[src/design/body_table_potential_energy_unit_defines.svh]
// Assertion macros for the body table potential energy unit.
// No dependencies; included by the files that assert.
`ifndef BODY_TABLE_POTENTIAL_ENERGY_UNIT_DEFINES_SVH
`define BODY_TABLE_POTENTIAL_ENERGY_UNIT_DEFINES_SVH
`ifndef SYNTHESIS
// Asserts that antecedent implies consequent at the next edge.
`define BTPE_ASSERT_NEXT(label, clk, rst_n, ante, cons) \
  label: assert property (@(posedge clk) disable iff (!rst_n) (ante) |=> (cons)) \
    else $error("assertion failed");
// Asserts that antecedent implies consequent at the same edge.
`define BTPE_ASSERT_NOW(label, clk, rst_n, ante, cons) \
  label: assert property (@(posedge clk) disable iff (!rst_n) (ante) |-> (cons)) \
    else $error("assertion failed");
`else
`define BTPE_ASSERT_NEXT(label, clk, rst_n, ante, cons)
`define BTPE_ASSERT_NOW(label, clk, rst_n, ante, cons)
`endif
`endif

[src/design/btpe_ram.sv]
// Generic single-port RAM with registered read.
// No dependencies.
module btpe_ram #(
  parameter int WIDTH = 32,
  parameter int DEPTH = 64
) (
  input  logic                     clk,
  input  logic                     we,
  input  logic [$clog2(DEPTH)-1:0] addr,
  input  logic [WIDTH-1:0]         wdata,
  output logic [WIDTH-1:0]         rdata
);
  logic [WIDTH-1:0] mem [DEPTH];

  always_ff @(posedge clk) begin
    if (we) begin
      mem[addr] <= wdata;
    end
    rdata <= mem[addr];
  end
endmodule

[config.mk]
export PLATFORM = sky130hd
export DESIGN_NAME = btpe_ram
export DESIGN_NICKNAME = d
export VERILOG_FILES = /design/src/design/body_table_potential_energy_unit_defines.svh /design/src/design/btpe_ram.sv
export SDC_FILE = /design/constraint.sdc
export NUM_CORES = 2
export LEC_CHECK = 0
export BUFFER_PORTS_ARGS = -buffer_cell sky130_fd_sc_hd__buf_2
export CAP_MARGIN = 30
export CELL_PAD_IN_SITES_DETAIL_PLACEMENT = 1
export CELL_PAD_IN_SITES_GLOBAL_PLACEMENT = 1
export CORE_UTILIZATION = 40
export DETAILED_ROUTE_END_ITERATION = 6
export PLACE_DENSITY = 0.69
export RECOVER_POWER = 50
export SLEW_MARGIN = 20
export SYNTH_ARGS = -nofsm -noshare
export SYNTH_HDL_FRONTEND = slang
export SYNTH_SLANG_ARGS = --single-unit
[constraint.sdc]
create_clock -name clk -period 4.45 [get_ports clk]
set_input_delay 0.89 -clock clk [delete_from_list [all_inputs] [get_ports clk]]
set_output_delay 0.89 -clock clk [all_outputs]
set_load 0.1 [all_outputs]
* Yosys cells after proc, flatten, opt, wreduce, memory -nomap -nowiden *
Memories as Yosys holds them, arrays and structs flattened. A register that Yosys moved wholly into a read port is not among the register bits.
Index checks and enable logic that the tools add are counted.

cells by class
  multiplexer cells = 2

operators with widths
  operator           count
  1-bit two-way mux  2

storage, ports and cells
  flip-flop bits (word level) = 0
  input port bits = 40
  RAM bits = 2048
  memories kept = 1
  output and inout bits = 32

memories
  name  depth  bits a word  read ports  clocked after Yosys merged registers in  wr ports  line            text
  mem   64     32           1           1                                        1         btpe_ram.sv:13  logic [WIDTH-1:0] mem [DEPTH];

* Logic depth before layout (Yosys ltp) *
  word-level depth = 2
  gate-level depth with buffers = 13
  gate-level depth less buffers = 6

* Least setup slack after synthesis *
Ideal clock, no wire load.

  path kind = input-to-reg
  from = in addr[2]
  to = mem mem[15][0] (enable)
  data required time = 4.029 ns
  path buffers = 6
  setup time = 0.421 ns
  path slack = 0.321 ns
  cell stages on the path = 8
  arrival = 3.708 ns
  path through = buf_2 > buf_2 > buf_2 > buf_2 > buf_2 > buf_2 > nand3_1 > nor2_1

RTL lines
  element      line            text
  from (decl)  btpe_ram.sv:9   input logic [$clog2(DEPTH)-1:0] addr,
  to (decl)    btpe_ram.sv:13

No word-level cell before the write port.

* Worst setup path in the final report *
  from = in addr[2]
  to = mem mem[44][19] (enable)

No word-level cell before the write port.

==> results.sh <==
export IMPL_run_status="complete, but fails checks"
export IMPL_violations="capacitance limit, slew limit"
export IMPL_synth_seq_cells=2080
export IMPL_crit_fanout=46
export IMPL_clockBufferDepth=3
export IMPL_row_count=162
export IMPL_hold_class="input port to flop"
export IMPL_worstSetupStartpointType="input port"
export IMPL_period_needed_ns=3.63
export IMPL_postCtsSetupBuffers=0
export IMPL_synth_top_family_by_area="compound AO/OA/AOI/OAI gates"
export IMPL_placed_cells=6912
export IMPL_insertion_delay_ns=0.85
export IMPL_seq_area_frac_synth_pct=78.7
export IMPL_worstHoldPathCells=1
export IMPL_drv_cap=37
export IMPL_synth_ff_type="edfxtp_1"
export IMPL_synth_top_cell_area_share_pct=77.9
export IMPL_cp_required_ns=4.90
export IMPL_wl_per_cell_um=33.4
export IMPL_timing_rr_start="mem[21][23]$_DFFE_PP_"
export IMPL_slew_violations=1793
export IMPL_synth_top_area_cell="edfxtp_1"
export IMPL_grt_util_all_layers_pct=24.3
export IMPL_io_pins=72
export IMPL_synthTopCellsByArea="edfxtp_1 78%, mux2i_1 3.3%, mux4_2 2.7%"
export IMPL_io_buffers=71
export IMPL_synth_async_reset_ratio_pct=0
export IMPL_gp_congestion=0.855
export IMPL_syn_area_mm2=0.0789
export IMPL_h_tree_depth=4
export IMPL_grt_overflow_total=0
export IMPL_vias=44800
export IMPL_fill_cells=18200
export IMPL_cts_tree="built"
export IMPL_via_per_inst=6.14
export IMPL_area_growth_pct=15.4
export IMPL_ys_types=56
export IMPL_detailed_place_hpwl_um=144000
export IMPL_die_w_um=446
export IMPL_hp_start="wdata[17]"
export IMPL_finalWirelength_um=243000
export IMPL_holdPathEnd="mem[18][17]$_DFFE_PP_"
export IMPL_layout_drive_gt1_share_pct=19.1
export IMPL_synth_edf_count=2048
export IMPL_cp_arrival_ns=4.08
export IMPL_fin_cells=7293
export IMPL_cts_root_buffer="clkbuf_16"
export IMPL_cts_hold_buf=0
export IMPL_finalSetupViolCount=0
export IMPL_rrSetupSlack_ns=1.85
export IMPL_p_leak_nw=29.1
export IMPL_cts_sinks=2080
export IMPL_drt_iter0_drc=5874
export IMPL_cts_resized=0
export IMPL_fmax_mhz=276
export IMPL_worstSetupPathType="input port to flop"
export IMPL_muxShareOfSynthArea_pct=8.12
export IMPL_finalSetupTns_ns=0
export IMPL_grt_pass1_wl_um=344000
export IMPL_worst_pin_slew_ns=3.47
export IMPL_yosys_area_share_xor_xnor_pct=0
export IMPL_peakVddDrop_uv=318
export IMPL_grt_max_degree=103
export IMPL_antenna_found_initial=22
export IMPL_drc_errors=0
export IMPL_power_density_mw_per_mm2=455
export IMPL_dieArea_mm2=0.199
export IMPL_synth_top_cells_by_count="2048 x edfxtp_1, 259 x mux2i_1, 188 x a22oi_1"
export IMPL_postRouteAntennaNets=0
export IMPL_r2r_end="rdata[23]$_DFF_P_"
export IMPL_core_area_mm2=0.195
export IMPL_synth_compound_area_share_pct=8.66
export IMPL_hold_violations=0
export IMPL_rsz0062_at_grt="no"
export IMPL_first_pass_iters=7
export IMPL_grt_pass1_vias=46200
export IMPL_avgSynthCellArea_um2=18.6
export IMPL_nNetsFinal=4535
export IMPL_ys_warnings_count=0
export IMPL_finalCritPeriodShare_pct=81.5
export IMPL_slew_limit_headroom_pct=-131
export IMPL_die_y_um=446
export IMPL_skew_ns=0.0315
export IMPL_path_clk_slew_ns=0.06
export IMPL_syn_inst=4239
export IMPL_synth_nets=4279
export IMPL_yosysMostFrequentCell="edfxtp_1"
export IMPL_synth_fa_ha_area_share_pct=0
export IMPL_reg2reg_depth=5
export IMPL_start_util_pct=40.4
export IMPL_synth_simple_area_share_pct=2.81
export IMPL_cts_buffers=204
export IMPL_end_kind="flop"
[layer usage]
| metal | vias to the layer above | GRT usage, % | wire [um] | part of all wire, % |
|---|---|---|---|---|
| li1 | 18200 | - | - | - |
| met2 | 2316 | 38.7 | 116000 | 47 |
| met3 | 468 | 5.32 | 22500 | 9.2 |
| met5 | - | 0 | 146 | 0.060 |
| met4 | 20 | 9.09 | 9260 | 3.8 |
| met1 | 23800 | 32.5 | 96000 | 39 |
[flip-flops by register name (all words and copies together) (netlist names)]
register / cells
mem: 2048
rdata: 32
[worst max-delay path, stage by stage]
cell and delay, ns:
buf_8 0.39, clkbuf_1 0.70, nand3_1 0.16, clkbuf_1 0.61
nor2_4 0.29, clkbuf_1 0.87
[metrics by stage]
step	setup WS (ns)	instance area (um^2)	hold slack [ns]	power (mW)	utilization (%)
after floorplan	0.321	78900	0.564	23.5	-
after global placement	0.337	84600	0.613	24.7	43.3
after detailed placement	0.270	84800	0.634	24.8	43.4
after CTS	1.14	91300	0.316	41.6	46.7
after global routing	0.953	91100	0.453	42.3	46.6
final	0.824	91100	0.446	41.4	46.6
[layout by cell type (no fill, tap or decap), types with 15 or more instances in the layout]
master	n
a211oi_1	17
a21oi_1	121
a221o_1	15
a221oi_1	175
a222oi_1	16
a22o_1	66
a22oi_1	188
a31oi_1	43
and3_1	85
buf_12	59
buf_2	44
buf_4	184
bufinv_16	16
clkbuf_1	107
clkbuf_16	207
clkinv_1	54
clkinv_2	21
dfxtp_1	32
edfxtp_1	2048
mux2_2	147
mux2i_1	259
mux4_2	96
nand2_1	27
nand2b_1	15
nand3_1	53
nor2_1	80
nor2_4	64
nor3_1	19
o21ai_0	84
o22a_1	70
o22ai_1	93
o2bb2ai_1	15
or4_1	15
[worst max-delay path by stage]
stage / start / end / slack [ns] / cells after the start
final: addr[2] / mem[44][19]$_DFFE_PP_ / 0.82 / 6
after CTS: addr[1] / rdata[18]$_DFF_P_ / 1.14 / 8
after global routing: addr[2] / mem[12][6]$_DFFE_PP_ / 0.95 / 6
after detailed placement: addr[1] / rdata[18]$_DFF_P_ / 0.27 / 8
after floorplan: addr[2] / mem[15][0]$_DFFE_PP_ / 0.32 / 8
after global placement: addr[1] / rdata[18]$_DFF_P_ / 0.34 / 8
[area by class of cell]
cell class / count / area [um^2] / share of cell area [%]
Sequential cell: 2080 / 62100 / 68.2
Clock inverter: 107 / 1010 / 1.10
Tap cell: 2624 / 3280 / 3.61
Inverter: 2 / 15.0 / 0.0165
Clock buffer: 268 / 5520 / 6.06
Antenna cell: 5 / 12.5 / 0.0137
Multi-Input combinational cell: 1859 / 16000 / 17.6
Timing Repair Buffer: 348 / 3060 / 3.36
[report_power, final]
group          internal, mW  total, mW  switching [mW]
Sequential             21.7       21.9           0.137
Clock                  9.63       17.0            7.39
Combinational         0.683       2.53            1.85
Total                  32.0       41.4            9.38
[logic make-up (layout without fill, tap and decap cells)]
group | after synthesis | in the layout
other cells | 0 | 5
buf+inv | 300 | 725
flops | 2080 | 2080
mux | 502 | 502
simple gates | 424 | 424
compound gates | 933 | 933
Note: power is estimated with default switching activity, not from simulation.
