[config.mk]
export PLATFORM = sky130hd
export DESIGN_NAME = btpe_alu
export DESIGN_NICKNAME = d
export VERILOG_FILES = /design/src/design/body_table_potential_energy_unit_defines.svh /design/src/design/btpe_pkg.sv /design/src/design/btpe_alu.sv
export SDC_FILE = /design/constraint.sdc
export NUM_CORES = 1
export LEC_CHECK = 0
export BUFFER_PORTS_ARGS = -buffer_cell sky130_fd_sc_hd__buf_2
export CELL_PAD_IN_SITES_DETAIL_PLACEMENT = 1
export CELL_PAD_IN_SITES_GLOBAL_PLACEMENT = 1
export CORE_MARGIN = 1.5
export CORE_UTILIZATION = 37
export CTS_CLUSTER_SIZE = 25
export DETAILED_ROUTE_END_ITERATION = 6
export GPL_TIMING_DRIVEN = 0
export PLACE_DENSITY_LB_ADDON = 0.05
export SETUP_SLACK_MARGIN = 0.2
export SLEW_MARGIN = 20
export SYNTH_ARGS = -nofsm -noshare
export SYNTH_HDL_FRONTEND = slang
export SYNTH_SLANG_ARGS = --single-unit
export TNS_END_PERCENT = 100
[constraint.sdc]
create_clock -name clk -period 5.8 [get_ports clk]
set_clock_uncertainty 0.15 [all_clocks]
set_input_delay 1.16 -clock clk [delete_from_list [all_inputs] [get_ports clk]]
set_output_delay 1.16 -clock clk [all_outputs]
set_load 0.005 [all_outputs]
[src/design/body_table_potential_energy_unit_defines.svh]
// Assertion macros for the body table potential energy unit.
// No dependencies; included by the files that assert.
`ifndef BODY_TABLE_POTENTIAL_ENERGY_UNIT_DEFINES_SVH
`define BODY_TABLE_POTENTIAL_ENERGY_UNIT_DEFINES_SVH
`ifndef SYNTHESIS
// Asserts that antecedent implies consequent at the next edge.
`define BTPE_ASSERT_NEXT(label, clk, rst_n, ante, cons) \
  label: assert property (@(posedge clk) disable iff (!rst_n) (ante) |=> (cons)) \
    else $error("assertion failed");
// Asserts that antecedent implies consequent at the same edge.
`define BTPE_ASSERT_NOW(label, clk, rst_n, ante, cons) \
  label: assert property (@(posedge clk) disable iff (!rst_n) (ante) |-> (cons)) \
    else $error("assertion failed");
`else
`define BTPE_ASSERT_NEXT(label, clk, rst_n, ante, cons)
`define BTPE_ASSERT_NOW(label, clk, rst_n, ante, cons)
`endif
`endif

[src/design/btpe_pkg.sv]
// Package for the body table potential energy unit: codes and types.
// No dependencies.
package btpe_pkg;
  localparam logic [1:0] MODE_APPEND    = 2'd0;
  localparam logic [1:0] MODE_OVERWRITE = 2'd1;
  localparam logic [1:0] MODE_REMOVE    = 2'd2;
  localparam logic [1:0] MODE_QUERY     = 2'd3;

  localparam logic [1:0] STATUS_OK    = 2'd0;
  localparam logic [1:0] STATUS_INDEX = 2'd1;
  localparam logic [1:0] STATUS_FULL  = 2'd2;

  localparam logic CFG_COEFF = 1'b0;
  localparam logic CFG_SHIFT = 1'b1;

  // Operations of the shared serial unit.
  typedef enum logic [1:0] {
    OP_MUL  = 2'd0,
    OP_SQRT = 2'd1,
    OP_DIV  = 2'd2
  } alu_op_t;

  typedef struct packed {
    logic    start;
    alu_op_t op;
  } alu_ctl_t;
endpackage

[src/design/btpe_alu.sv]
// Shared serial arithmetic unit: shift-add multiply, bit-pair square root
// and restoring division, one bit per cycle. Uses btpe_pkg.
module btpe_alu (
  input  logic              clk,
  input  logic              rst_n,
  input  btpe_pkg::alu_ctl_t ctl,
  input  logic [95:0]       op_a,
  input  logic [63:0]       op_b,
  output logic [95:0]       res,
  output logic              done
);
  import btpe_pkg::*;

  alu_op_t      op_r, op_nxt;
  logic         busy_r, busy_nxt;
  logic [6:0]   cnt_r, cnt_nxt;
  logic [95:0]  acc_r, acc_nxt;   // product, quotient or root
  logic [95:0]  sh_r, sh_nxt;     // shifting operand
  logic [67:0]  rem_r, rem_nxt;   // partial remainder
  logic [63:0]  b_r, b_nxt;
  logic         done_r, done_nxt;
  logic [68:0]  trial;
  logic [64:0]  dtrial;

  always_comb begin
    op_nxt   = op_r;
    busy_nxt = busy_r;
    cnt_nxt  = cnt_r;
    acc_nxt  = acc_r;
    sh_nxt   = sh_r;
    rem_nxt  = rem_r;
    b_nxt    = b_r;
    done_nxt = 1'b0;
    trial    = '0;
    dtrial   = '0;
    if (ctl.start) begin
      op_nxt   = ctl.op;
      busy_nxt = 1'b1;
      acc_nxt  = '0;
      rem_nxt  = '0;
      sh_nxt   = op_a;
      b_nxt    = op_b;
      case (ctl.op)
        OP_MUL:  cnt_nxt = 7'd64;
        OP_SQRT: cnt_nxt = 7'd34;
        OP_DIV:  cnt_nxt = 7'd96;
        default: cnt_nxt = 7'd1;
      endcase
    end else if (busy_r) begin
      case (op_r)
        OP_MUL: begin
          // 96 x 64 product kept to 96 bits; operands never exceed that.
          if (b_r[0]) begin
            acc_nxt = acc_r + sh_r;
          end
          sh_nxt = {sh_r[94:0], 1'b0};
          b_nxt  = {1'b0, b_r[63:1]};
        end
        OP_SQRT: begin
          // Radicand in sh_r[67:0], two bits per step.
          trial = {rem_r[66:0], sh_r[67:66]} - {33'd0, acc_r[33:0], 2'b01};
          if (!trial[68]) begin
            rem_nxt = trial[67:0];
            acc_nxt = {acc_r[94:0], 1'b1};
          end else begin
            rem_nxt = {rem_r[65:0], sh_r[67:66]};
            acc_nxt = {acc_r[94:0], 1'b0};
          end
          sh_nxt = {sh_r[93:0], 2'b00};
        end
        OP_DIV: begin
          dtrial = {rem_r[63:0], sh_r[95]} - {1'b0, b_r};
          if (!dtrial[64] || rem_r[64]) begin
            rem_nxt = {3'b000, dtrial};
            acc_nxt = {acc_r[94:0], 1'b1};
          end else begin
            rem_nxt = {rem_r[66:0], sh_r[95]};
            acc_nxt = {acc_r[94:0], 1'b0};
          end
          sh_nxt = {sh_r[94:0], 1'b0};
        end
        default: acc_nxt = acc_r;
      endcase
      cnt_nxt = cnt_r - 7'd1;
      if (cnt_r == 7'd1) begin
        busy_nxt = 1'b0;
        done_nxt = 1'b1;
      end
    end
  end

  always_ff @(posedge clk) begin
    if (!rst_n) begin
      busy_r <= 1'b0;
      done_r <= 1'b0;
      cnt_r  <= '0;
      op_r   <= OP_MUL;
    end else begin
      busy_r <= busy_nxt;
      done_r <= done_nxt;
      cnt_r  <= cnt_nxt;
      op_r   <= op_nxt;
    end
    acc_r <= acc_nxt;
    sh_r  <= sh_nxt;
    rem_r <= rem_nxt;
    b_r   <= b_nxt;
  end

  assign res  = acc_r;
  assign done = done_r;
endmodule

# Word-level counts from Yosys, hierarchy flattened

Cells that the tools add are included.

Register bits after elaboration: 334
Input bits: 165
Output and inout bits: 97
Word-level logic and storage cells: 55

Add/sub/neg operators: 4
Equality and inequality tests: 6
Multiplexer cells: 20
Bitwise operators: 2
Reduce and logical (&&, ||, !) cells: 15

Operators by type and width:

| cell                | count |
|---|---|
| $mux 96             | 3 |
| $pmux 96 s3         | 1 |
| $mux 64             | 3 |
| $pmux 96 s2         | 1 |
| $mux 67             | 2 |
| $pmux 67 s2         | 1 |
| $add 96x96->96      | 1 |
| $sub 69x36->69      | 1 |
| $sub 65x64->65      | 1 |
| $pmux 7 s3          | 1 |
| $mux 7              | 2 |
| $eq 7x1->1 const B  | 1 |
| $sub 7x1->7 const B | 1 |
| $mux 1              | 6 |
| $reduce_and 2->1    | 3 |
| $reduce_bool 2->1   | 3 |
| $reduce_bool 3->1   | 2 |
| $eq 2x1->1 const B  | 2 |
| $eq 2x2->1 const B  | 2 |
| $logic_not 2->1     | 2 |
| $reduce_and 3->1    | 1 |
| $reduce_or 3->1     | 1 |
| $ne 2x2->1 const B  | 1 |
| $not 1->1           | 2 |
| other kinds (3)     | 3 |

# Logic depth before layout (Yosys ltp)

Gate-level depths: netlist of the first run.

Word-level depth: 5
Depth in mapped cells: 16
Depth with buffers taken out: 14

# Worst setup path before layout of the first run

OpenSTA, ideal clock, no wires.

Path type: input to register
Start: input port ctl[2] (netlist bit)
End: register sh_r[0], enable pin
Setup time: 908 ps
Arrival time: 3597 ps
Data required time: 4742 ps
Slack: 1145 ps
Stages on the path: 5
Path buffers: 3
Path through: clkbuf_1 inv_1 clkbuf_1 clkbuf_1 nand2_1

Word-level cells in the longest chain between the ends: 2
Elaborated cells on any way between the ends: 3
Those cells by class: reduce/logical (3)

RTL lines:

| item                                                                    | RTL line        | text |
|---|---|---|
| from (decl)                                                             | btpe_alu.sv:6   | `input btpe_pkg::alu_ctl_t ctl,` |
| $reduce_bool 3->1 (no line) / $reduce_bool 2->1 (equally long branches) | n/a             |  |
| $reduce_and 2->1 (no line) *                                            | n/a             |  |
| to (signal assigned)                                                    | btpe_alu.sv:105 | `sh_r <= sh_nxt;` |
| to (decl)                                                               | btpe_alu.sv:18  | `logic [95:0] sh_r, sh_nxt;` |

Every way passes the cells marked *; elsewhere a longest branch is shown, timed or not.
A chain may end at the register's enable or synchronous reset.

# Worst setup path after layout of the first run

Start: register acc_r[37], in the netlist res[37]
End: register acc_r[90], in the netlist res[90]

Word-level cells in the longest chain between the ends: 3

RTL lines:

| item                   | RTL line        | text |
|---|---|---|
| from (decl)            | btpe_alu.sv:17  | `logic [95:0] acc_r, acc_nxt;` |
| from (signal assigned) | btpe_alu.sv:104 | `acc_r <= acc_nxt;` |
| $add 96x96->96         | btpe_alu.sv:54  | `acc_nxt = acc_r + sh_r;` |
| $mux 96                | btpe_alu.sv:53  | `if (b_r[0]) begin` |
| $pmux 96 s3            | btpe_alu.sv:50  | `case (op_r)` |

No other way between the ends. The select of a mux whose other input is x is not followed.

==> flow_summary.yaml, run 1 <==
clocking:
  path_clk_slew_ns: 0.06
  cts-root-buf: "clkbuf_16"
  cts_resized: 0
  postCtsHoldBufs: 0
  cts_tree: "done"
  cts_htree_levels: 2
  cts_buffers: 46
  clock_path_buffers: 3
  cts.sinks: 334
  cts_setup_buffers: 0
  clock_latency_ns: 0.62
worst_setup_path:
  crit_path_end_kind: "flip-flop"
  ff2ff_path_depth: 13
  critPathKind: "reg2reg"
  cpMostUsedCell: "a31oi_1"
  crit_path_max_incr_delay_ns: 0.63
  crit_fanout: 9
  worst-endpoint-required_ns: 6.16
  worstSetupPathDepth: 13
  worstSetupStartpointType: "flip-flop"
  critPathSlowestCell: "a311oi_1"
  crit_arrival_ns: 5.50
  crit_chain: "ha_1 -> clkbuf_1 -> a21oi_1 -> o22ai_1 -> o41ai_1 -> o2111ai_1 -> a31oi_1 -> o31ai_1 -> a31oi_1 -> o21bai_1 -> a311oi_1 -> mux2i_1 -> nor2_1"
  critPathTopFamily: "compound AO/OA/AOI/OAI gates"
  critPathBufInv: 1
sta:
  grt_setup_unrepaired: "no"
  fin_crit_sh: 0.8864
  fmax_ghz: 0.1945
  slew_viol_final: 0
  finalSetupViolCount: 0
  slew_headroom: 0.1963
  worst_pin_slew_ns: 1.206
  period_needed_ns: 5.141
  setup_slack_ns: 0.6586
  finalHoldViolCount: 0
place:
  gp_congestion: 0.9312
  place_ws_ns: 0.7588
  dp.cells: 4997
  numPortBuffers: 260
  dp_hpwl_um: 98750
logic_synthesis:
  syn_inst: 3703
  avgSynthCellArea_um2: 7.728
  ys_seq_elements: 334
  yosys_warnings: 0
  async_reset_ff_frac: 0
  synth_cell_type_count: 83
  netlist_area_mm2: 0.02862
  ys_seq_area_frac: 0.2896
  syn-num-nets: 4072
  synth_ff_type: "dfxtp_1"
  synth_edf_count: 160
drt:
  avgRoutedWirePerCell_um: 24.15
  num_vias: 29450
  wirelength_um: 122700
  antenna_left: 0
  drt_pass1_iterations: 7
  drt_iter0_drc: 1967
  drc: 0
  vias_per_cell: 5.794
layout:
  layout_common_cells: "nand2_1 (475), o21ai_0 (417), a21oi_1 (350)"
  nFillCells: 9464
  finalNonFillerCells: 5082
  final_nets: 4384
  layout_commonest_cell: "nand2_1"
  area_growth_pct: 14.84
  drive_gt1_frac: 0.09504
grt:
  track_usage: 0.3050
  grt_pass1_vias: 29650
  antenna_found_initial: 1
  grt_pass1_wl_um: 184300
  grt_max_degree: 41
  grt-ovfl-total: 0
floorplanning:
  io_pins: 262
  row_count: 101
  core_area_mm2: 0.07620
  initial_core_util: 0.3755
  dieArea_mm2: 0.07902
  die_y_um: 281.1
  die_w_um: 281.1
power_and_ir_drop:
  p_leak_nw: 13.56
  irDropWorstVdd_v: 0.0002346
  report.power.total_w: 0.01203
  p_per_area_mw_per_mm2: 366.1
min_path:
  whs_path_depth: 2
  hold_class: "reg2reg"
run:
  maxCapViolations: 0
outcome:
  status: "finished clean"
==> final timing paths <==
path	slack, ns	end	start
worst min register to register	0.32	rem_r[65]	rem_r[65]
worst min-delay path	0.32	rem_r[65]	rem_r[65]
worst max register to register	0.66	res[90]	res[37]
worst max-delay path	0.66	res[90]	res[37]
==> cells in the mapped netlist, drive strengths merged (13+ instances only) <==
| library cell | number | area, um^2 |
|---|---|---|
| a211oi | 87 | 653.1 |
| a21o | 77 | 578.1 |
| a21oi | 350 | 1752 |
| a221oi | 22 | 192.7 |
| a22o | 13 | 113.9 |
| a22oi | 32 | 240.2 |
| a31oi | 43 | 269.0 |
| and2 | 23 | 143.9 |
| buf | 30 | 168.9 |
| clkbuf | 211 | 792.0 |
| dfxtp | 174 | 3483 |
| edfxtp | 160 | 4805 |
| ha | 202 | 2527 |
| inv | 178 | 668.1 |
| mux2i | 103 | 1044 |
| nand2 | 478 | 1797 |
| nand2b | 26 | 162.7 |
| nand3 | 77 | 385.4 |
| nand4 | 72 | 450.4 |
| nor2 | 253 | 949.7 |
| nor2b | 19 | 118.9 |
| nor3 | 57 | 295.3 |
| nor4 | 30 | 193.9 |
| o211ai | 38 | 285.3 |
| o21a | 20 | 150.1 |
| o21ai | 426 | 2132 |
| o21bai | 57 | 427.9 |
| o31ai | 25 | 187.7 |
| or3 | 21 | 131.4 |
| xnor2 | 124 | 1105 |
| xor2 | 90 | 788.3 |
==> flip-flops by register name, summed over array words and instances (netlist names) <==
name    flops
b_r        64
busy_r      1
cnt_r       7
done        1
op_r        2
rem_r      67
res        96
sh_r       96
==> tightest hold or removal path, delay by kind of cell (launching register included) <==
| family | cells | cell delay, ns |
|---|---|---|
| flip-flops | 1 | 0.33 |
| AND/OR/NAND/NOR | 1 | 0.06 |
| AO/OA/AOI/OAI | 1 | 0.05 |
==> logic make-up (layout without fill, tap and decap cells) <==
family / count (synthesis) / count (layout) / share of synthesized area
AO/OA/AOI/OAI: 1326 / 1326 / 0.2866
AND/OR/NAND/NOR: 1100 / 1100 / 0.1733
buffers and inverters: 419 / 767 / 0.05693
flip-flops: 334 / 334 / 0.2896
XOR/XNOR: 214 / 214 / 0.06615
adder cells (fa/ha/maj): 204 / 204 / 0.08972
multiplexers: 106 / 106 / 0.03764
other: 0 / 1 / 0
==> power by group <==
group	leakage, nW	total (W)	internal (W)	switching (W)
clock network	0.762	0.00296	0.00175	0.00121
logic	9.74	0.00595	0.00216	0.00380
registers	3.05	0.00312	0.00277	0.000354
total	13.6	0.0120	0.00667	0.00536
==> stage by stage <==
| stage | setup TNS, ns | cell area (um^2) | hold slack, ns | util |
|---|---|---|---|---|
| floorplan | 0 | 28620 | 0.2847 | - |
| global placement | -188.14 | 31210 | 0.3055 | 0.4095 |
| detailed placement | 0 | 31320 | 0.3145 | 0.4110 |
| CTS | 0 | 32860 | 0.3219 | 0.4312 |
| global route | 0 | 32860 | 0.3355 | 0.4312 |
| finish | 0 | 32860 | 0.3236 | 0.4313 |
==> final cells by class <==
class                   count  area, um^2  area share
clock buffers              66        1383     0.04207
repair buffers            264        1389     0.04226
plain buffers             241       964.7     0.02935
diodes                      1       2.502  0.00007614
clock inverters            18       152.6    0.004645
multi-input cells        2950       18730      0.5699
well taps                1030        1289     0.03921
flip-flops and latches    334        8288      0.2522
inverters                 178       668.1     0.02033
==> routing by layer <==
layer,global-route usage,vias to the layer above,share of wire
li1,-,14200,-
met1,0.4018,14260,0.45
met2,0.5009,767,0.46
met3,0.04406,215,0.052
met4,0.1188,0,0.041
met5,0,-,0
(Power assumes the default switching activity.)
==> run 2, diff against run 1 <==
BUFFER_PORTS_ARGS = not set   (was -buffer_cell sky130_fd_sc_hd__buf_2)
DONT_BUFFER_PORTS = 1   (was not set)
clock period = 5.6 ns   (was 5.8 ns; I/O delays follow)
==> run 2 against run 1 <==
- combinational power rose by 3%
- register-to-register slack got worse by 0.31 ns
- via count fell by 1.6%
- first-iteration DRC count fell by 9.5%
- largest cell class unchanged
- highest routed layer is now met5
- fmax fell by 2.0%
- critical path depth did not move
==> flow_summary.yaml, run 2 (same netlist as run 1, synthesis figures left out) <==
min_path:
  hold_class: "reg2reg"
drt:
  drc: 0
  antenna_left: 0
  num_vias: 28970
  vias_per_cell: 6.000
  wl_met2_um: 59480
  avgRoutedWirePerCell_um: 26.50
  wl_met3_um: 6350
  drt_pass1_iterations: 5
  drt_iter0_drc: 1781
  top_layer_used: "met5"
  wirelength_um: 127900
  wl_met1_um: 56920
run:
  maxCapViolations: 0
floorplanning:
  core_area_mm2: 0.07620
  row_count: 101
  die_y_um: 281.1
  dieArea_mm2: 0.07902
  initial_core_util: 0.3755
  io_pins: 262
  die_w_um: 281.1
clocking:
  cts_htree_levels: 2
  path_clk_slew_ns: 0.06
  cts.sinks: 334
  cts-root-buf: "clkbuf_16"
  postCtsHoldBufs: 0
  cts_tree: "done"
  clock_latency_ns: 0.60
  clock_path_buffers: 3
  cts_buffers: 46
worst_setup_path:
  rrSetupSlack_ns: 0.35
  cp-endpoint: "res[84]"
  r2r_end: "res[84]"
  crit_fanout: 4
  r2r_start: "sh_r[0]"
  crit_path_start: "sh_r[0]"
  crit_path_end_kind: "flip-flop"
  worst-endpoint-required_ns: 5.90
  worstSetupStartpointType: "flip-flop"
  critPathKind: "reg2reg"
  ff2ff_path_depth: 13
  crit_arrival_ns: 5.55
place:
  dp.cells: 4737
  place_ws_ns: 0.1815
  gp_congestion: 0.9238
  dp_hpwl_um: 103900
  numPortBuffers: 0
sta:
  finalSetupViolCount: 0
  slew_headroom: 0.2015
  fin_crit_sh: 0.9369
  final.setup.tns_ns: 0
  period_needed_ns: 5.246
  slew_viol_final: 0
  worst_pin_slew_ns: 1.198
  grt_setup_unrepaired: "no"
  finalHoldViolCount: 0
  fmax_ghz: 0.1906
  setup_slack_ns: 0.3536
  whs_ns: 0.3511
power_and_ir_drop:
  power_frac_clock: 0.242
  p_leak_nw: 12.40
  irDropWorstVdd_v: 0.0002422
  seq_power_share: 0.264
  p_per_area_mw_per_mm2: 393.6
  intPower_w: 0.006781
  p_comb_frac: 0.494
  switching_power_w: 0.005637
  report.power.total_w: 0.01242
  swShare: 0.4539
layout:
  finalNonFillerCells: 4828
  layout_commonest_cell: "nand2_1"
  layout_common_cells: "nand2_1 (475), o21ai_0 (417), a21oi_1 (350)"
  final_nets: 4124
  area_growth_pct: 10.26
  drive_gt1_frac: 0.03324
grt:
  grt_pass1_wl_um: 191000
  antenna_found_initial: 8
  grt-ovfl-total: 0
  track_usage: 0.3182
  grt_max_degree: 54
  grt_pass1_vias: 29910
outcome:
  status: "finished clean"
-- run 2: cell types whose count changed in the layout (fill, tap and decap cells not counted), moves of 2 or more --
cell,delta
buf_2,-260
clkbuf_16,-4
clkinv_1,+3
diode_2,+6
inv_4,-2
-- run 2: power groups by stage --
stage	sequential [W]	clock (W)	combinational, W
6_report	0.00328	0.00300	0.00613
5_1_grt	0.00331	0.00312	0.00669
4_1_cts	0.00327	0.00304	0.00604
3_5_place_dp	0.00332	0	0.00600
3_3_place_gp	0.00332	0	0.00588
2_1_floorplan	0.00311	0	0.00429
-- run 2: routing by layer --
metal  up-vias  global-route usage
met4         2              0.1228
met3       212             0.04522
met2       740              0.5357
met1     14320              0.4091
li1      13690                   -
met5         -                   0
-- run 2: what timing repair did --
action	in CTS	in global routing
setup buffers	0	0
setup endpoints to repair	1	4
pin swaps	0	0
gates resized for setup	1	2
hold endpoints to repair	0	0
-- run 2: worst min-delay path by stage --
stage / endpoint / depth (start not counted) / slack [ns] / from
global route: rem_r[65] / 2 / 0.36 / rem_r[65]
detailed placement: rem_r[65] / 2 / 0.33 / rem_r[65]
floorplan: rem_r[65] / 2 / 0.28 / rem_r[65]
finish: rem_r[65] / 2 / 0.35 / rem_r[65]
global placement: rem_r[65] / 2 / 0.31 / rem_r[65]
CTS: rem_r[65] / 2 / 0.34 / rem_r[65]
-- run 2: layout make-up --
type / instances / area [um^2]
fillers: 9355 / 44650
multi-input cells: 2950 / 18750
flip-flops and latches: 334 / 8288
clock buffers: 64 / 1304
well taps: 1030 / 1289
plain buffers: 241 / 964.7
inverters: 178 / 668.1
clock inverters: 20 / 185.2
repair buffers: 4 / 87.58
diodes: 7 / 17.52
-- run 2: per-stage QoR --
step	cell area, um^2	utilization
finish	31550	0.4141
global route	31550	0.4140
CTS	31520	0.4136
detailed placement	30020	0.3940
global placement	29910	0.3925
floorplan	28620	-
-- run 2: worst max-delay path: stages, from the launching register on --
cell      delay, ns
edfxtp_1       0.50
ha_1           0.26
fa_1           0.45
a211oi_1       0.36
o21ai_0        0.33
a21oi_1        0.25
a211oi_1       0.12
o211ai_1       0.65
a21oi_1        0.27
o21ai_0        0.88
o31ai_2        0.24
xor2_1         0.20
a222oi_1       0.35
nor2_1         0.07
